### src/hdl/vsa_pkg.sv
// vsa_pkg: shared types, codes and default sizes for the versioned slot allocator
// used by every module of the block but vsa_ram; no dependencies
`timescale 1ns / 1ps
`default_nettype none

package vsa_pkg;

  localparam int SLOT_COUNT_DEF   = 128;
  localparam int VERSION_BITS_DEF = 24;

  // operation codes
  localparam logic [1:0] OP_ALLOC = 2'd0;
  localparam logic [1:0] OP_FREE  = 2'd1;
  localparam logic [1:0] OP_CHECK = 2'd2;
  localparam logic [1:0] OP_FLUSH = 2'd3;

  // result status codes
  localparam logic [1:0] ST_OK      = 2'd0;
  localparam logic [1:0] ST_FULL    = 2'd1;
  localparam logic [1:0] ST_IGNORED = 2'd2;
  localparam logic [1:0] ST_STALE   = 2'd3;

  typedef struct packed {
    logic [1:0]  opcode;
    logic [6:0]  slot_addr;
    logic [23:0] version;
  } op_item_t;

  typedef struct packed {
    logic [1:0] status;
    logic [6:0] granted_index;
  } res_item_t;

  // controller to datapath
  typedef struct packed {
    logic clear_en;
    logic accept;
    logic exec_en;
  } ctrl_cmd_t;

  // datapath to controller
  typedef struct packed {
    logic clear_last;
    logic exec_done;
  } dp_stat_t;

endpackage

`default_nettype wire

### src/hdl/vsa_ctrl.sv
// vsa_ctrl: sequencing state machine of the slot allocator
// depends on vsa_pkg for the command and status structs
`timescale 1ns / 1ps
`default_nettype none

module vsa_ctrl (
  input  wire logic                clk,
  input  wire logic                rst,
  input  wire logic                op_valid,
  output logic                     op_stall,
  input  wire vsa_pkg::dp_stat_t   stat,
  output vsa_pkg::ctrl_cmd_t       cmd
);
  import vsa_pkg::*;

  localparam logic [1:0] S_CLEAR = 2'd0;
  localparam logic [1:0] S_IDLE  = 2'd1;
  localparam logic [1:0] S_EXEC  = 2'd2;

  logic [1:0] state;
  logic [1:0] state_next;

  always_ff @(posedge clk) begin
    if (rst) begin
      state <= S_CLEAR;
    end else begin
      state <= state_next;
    end
  end

  always_comb begin
    cmd        = '0;
    state_next = state;
    unique case (state)
      S_CLEAR: begin
        cmd.clear_en = 1'b1;
        if (stat.clear_last) begin
          state_next = S_IDLE;
        end
      end
      S_IDLE: begin
        if (op_valid) begin
          cmd.accept = 1'b1;
          state_next = S_EXEC;
        end
      end
      S_EXEC: begin
        // flush stays here while it walks the deferred chain
        cmd.exec_en = 1'b1;
        if (stat.exec_done) begin
          state_next = S_IDLE;
        end
      end
      default: begin
        state_next = S_CLEAR;
      end
    endcase
  end

  assign op_stall = (state != S_IDLE);

endmodule

`default_nettype wire

### config.mk
export PLATFORM = sky130hd
export DESIGN_NAME = vsa_ctrl
export DESIGN_NICKNAME = d
export VERILOG_FILES = /design/src/hdl/vsa_pkg.sv /design/src/hdl/vsa_ctrl.sv
export SDC_FILE = /design/constraint.sdc
export NUM_CORES = 1
export LEC_CHECK = 0
export BUFFER_PORTS_ARGS = -buffer_cell sky130_fd_sc_hd__buf_2
export CAP_MARGIN = 20
export CORE_AREA = 4 4 41 43
export CTS_BUF_LIST = sky130_fd_sc_hd__clkbuf_4
export DETAILED_ROUTE_END_ITERATION = 10
export DIE_AREA = 0 0 45 47
export SLEW_MARGIN = 10
export SYNTH_ARGS = -nofsm -noshare
export SYNTH_HDL_FRONTEND = slang
export SYNTH_SLANG_ARGS = --single-unit
### constraint.sdc
create_clock -name clk -period 1.3 [get_ports clk]
set_clock_uncertainty 0.2 [all_clocks]
set_input_delay 0.13 -clock clk [delete_from_list [all_inputs] [get_ports clk]]
set_output_delay 0.13 -clock clk [all_outputs]
set_load 0.005 [all_outputs]
Word level (Yosys, flattened, before mapping):

Index checks and enable logic that the tools add are counted.

* bits in registers: 2
* output and inout port bits: 4

* equality and inequality tests: 6
* multiplexer cells: 8
* reductions and logical operators: 2

Operator list (count)
* $mux 2: 3
* $ne 2x2->1 const B: 3
* $pmux 2 s3: 1
* $mux 1: 4
* $reduce_and 3->1: 1
* $eq 2x1->1 const B: 1
* $eq 2x2->1 const B: 1
* $logic_not 2->1: 1
* $ne 2x1->1 const B: 1

Logic depth before layout (Yosys ltp):

* depth after elaboration: 3
* depth in mapped cells: 2

Worst setup path after synthesis:

No wires, ideal clock.

* path kind: flip-flop to flip-flop
* from: register state[1]
* to: register state[1]
* setup time: 0.115 ns
* data arrival time: 0.759 ns
* data required time: 0.985 ns
* path slack: 0.226 ns
* cell stages (with the launch flop): 3
* clock period less this slack: 1.074 ns
* path through: dfxtp_1 -> and3b_1 -> o21ba_1

* longest elaborated chain between the ends: 3

Ends and longest elaborated chain
* start: declaration: RTL line vsa_ctrl.sv:20 `logic [1:0] state;`
* start signal: assignment: RTL line vsa_ctrl.sv:27 `state <= state_next;`
* $eq 2x2->1, or another cell as far along: RTL line vsa_ctrl.sv:34 `unique case (state)`
* $ne 2x2->1 (no source line)
* $reduce_and 3->1 (no source line)

Several ways; a longest one is shown, not always the timed one.
A chain may end at the register's enable or synchronous reset.

==> summary.md <==
| Metric | Value |
|---|---|
| CP arrival | `910 ps` |
| Crit path time final | `1240 ps` |
| DRC viols | `0` |
| Congestion Overflow GR | `0` |
| Top reg by flops | `state` |
| CTS root buf | `clkbuf_4` |
| Final Max Slew Viols | `0` |
| Buffers from clock root to sink, at most | `2` |
| Initial Util | `8.94%` |
| Synth Area in Adders | `0%` |
| First-pass GRT wire length | `538 µm` |
| Async SR Flop Fraction | `0%` |
| DP Worst Slack | `189 ps` |
| Worst-path maximum fanout | `7` |
| Row count | `13` |
| Crit path from | `state[1]` |
| Die X | `45 µm` |
| Largest family of logic cells by synthesized area | `simple AND/OR/NAND/NOR gates` |
| Power Total | `0.254 mW` |
| Total CTS buffers | `3` |
| Worst-path clk slew | `30 ps` |
| Fin cells | `41` |
| Ys Warns | `0` |
| Synth Area in Simple Gates | `28.0%` |
| DR vias | `132` |
| Chip height | `47 µm` |
| Max Clk Rate | `0.806 GHz` |
| CORE AREA | `1300 µm²` |
| Min-Delay Path Class | `primary input to flip-flop` |
| Antenna Nets Post-Route | `0` |
| IO Pins | `9` |
| Wire length per cell | `7.95 µm` |
| Diode count | `0` |
| Syn Nets | `17` |
| Final setup viols | `0` |
| RSZ-0062 raised after global routing | `no` |
| Placed cells | `35` |
| Reg2reg setup slack | `130 ps` |
| Initial antenna violation count | `0` |
| Critical Path End | `cmd[1]` |
| Yosys reg bits | `2` |
| Clk sinks | `2` |
| Leakage power | `0.113 nW` |
| Outcome | `finished, final reports clean` |
| Worst Tran Pin Value | `154 ps` |
| Ys flop type | `dfxtp_1` |
| GP Congestion | `0.698` |
| Setup crit end kind | `primary output` |
| Worst r2r src | `state[1]` |
| Largest net degree at the start of global routing | `8` |
| Initial DRT Pass Iterations | `3` |
| Peak supply drop | `0.000257 V` |
| Top flop regs | `state (2)` |
| GR Util All Layers | `4.42%` |
| Post-layout nets | `33` |
| Final Cycle Share | `95.5%` |
| Post-Synth XOR/XNOR Area | `0%` |
| Ranking of synthesized cells by area | `dfxtp_1 (34%), a211oi_2 (11%), mux2i_1 (8.6%)` |
| Avg Cell Area, Syn | `9.70 µm²` |
| Crit start category | `flip-flop` |
| EDFF count, synth | `0` |
| Vias in the first global route | `138` |
| Setup TNS Final | `0 ps` |
| Max cap viols | `0` |
| Synth Area in Compound Gates | `25.8%` |
| Share of cells above drive strength 1 | `57.7%` |
| Die area | `2120 µm²` |
| Post-Route WL | `326 µm` |
| Via-per-instance ratio | `3.22` |
| Seq/Total Area, Yosys | `34.4%` |
| Detail Placement HPWL | `233 µm` |
| Clk_lat worst skew | `220 ps` |
| PwrDens | `1110 nW/µm²` |
| Crit Path Category | `flip-flop to primary output` |
| Iter 0 DRT Violations | `3` |
| Leading area contributor after synthesis | `dfxtp_1` |
| Final setup margin | `59.0 ps` |
| Count of cell types in the netlist | `11` |
| Most frequent cell after synthesis | `dfxtp_1` |
| Synth Cell Area | `116 µm²` |
| R2r worst-path depth | `3` |
| Reg2reg end | `state[1]` |
| Area share of the largest cell type after synthesis | `34.4%` |
| Largest register FFs | `2` |
| CP required | `970 ps` |
| CTS tree | `yes` |
| Fin. Hold Viols | `0` |
| Mapped Cells | `12` |
| Mux contribution to synthesized area | `8.60%` |
| Max_slew headroom | `89.4%` |
| Buffers on Ports | `8` |
| CTS H-tree depth | `1` |
| Area growth, synth to finish | `95.7%` |
metrics by stage:
| stage | util [%] | cell area (µm²) | hold WS [ps] |
|---|---|---|---|
| finish | 17.5 | 228 | 32.8 |
| CTS | 16.9 | 220 | 24.6 |
| global route | 17.5 | 228 | 48.7 |
| detailed placement | 13.5 | 175 | 109 |
| floorplan | - | 116 | -5.35 |
| global placement | 13.5 | 175 | 110 |
report_power, final:
part | switching [mW] | internal, mW | leakage [nW]
clock | 0.0339 | 0.102 | 0.0138
sequential | 0.00719 | 0.0675 | 0.0172
combinational | 0.0153 | 0.0279 | 0.0820
routing by layer:
layer,global-route usage [%],vias to the layer above,part of all wire (%)
li1,-,71,-
met2,4.52,7,45
met3,4.60,0,15
met4,7.02,0,0
met5,0,-,0
met1,3.62,54,39
worst min-delay path by stage:
stage	startpoint	end	depth (start not counted)	slack, ps
2_1_floorplan	rst	state[0]	1	-5
3_3_place_gp	rst	state[0]	2	110
3_5_place_dp	rst	state[0]	2	110
4_1_cts	stat[0]	state[1]	3	20
5_1_grt	stat[0]	state[1]	3	50
6_report	stat[0]	state[1]	3	30
worst max-delay path, stage by stage, from the launching register on:
cell	delay [ps]
dfxtp_2	360
and3b_1	200
buf_2	130
layout by cell type (no fill, tap or decap):
master / n
dfxtp_2: 2
inv_1: 1
buf_2: 8
and3b_1: 1
nor2b_1: 1
clkbuf_4: 3
o21a_1: 1
dlygate4sd3_1: 2
buf_4: 1
a211oi_2: 1
o21ba_1: 1
mux2i_1: 1
nor2_1: 1
nand2b_1: 1
nor3b_1: 1
repair_timing:
item,4_1_cts,5_1_grt
buffers inserted,0,1
hold buffers,2,0
endpoints found under the hold margin,2,0
pin swaps,0,1
setup endpoints to repair,1,1
resized for setup,2,0
final cells by class:
class	instances	area, µm²
tap	15	18.8
sequential	2	42.5
timing repair buffer	11	67.6
multi-input combinational	9	72.6
clock buffer	3	22.5
inverter	1	3.75
fill	156	1070
cells by family (layout without fill, tap and decap cells):
group                  count (synthesis)  in the layout
buffers and inverters                  1             15
AO/OA/AOI/OAI                          3              3
flip-flops                             2              2
multiplexers                           1              1
AND/OR/NAND/NOR                        5              5
(Power assumes the default switching activity.)
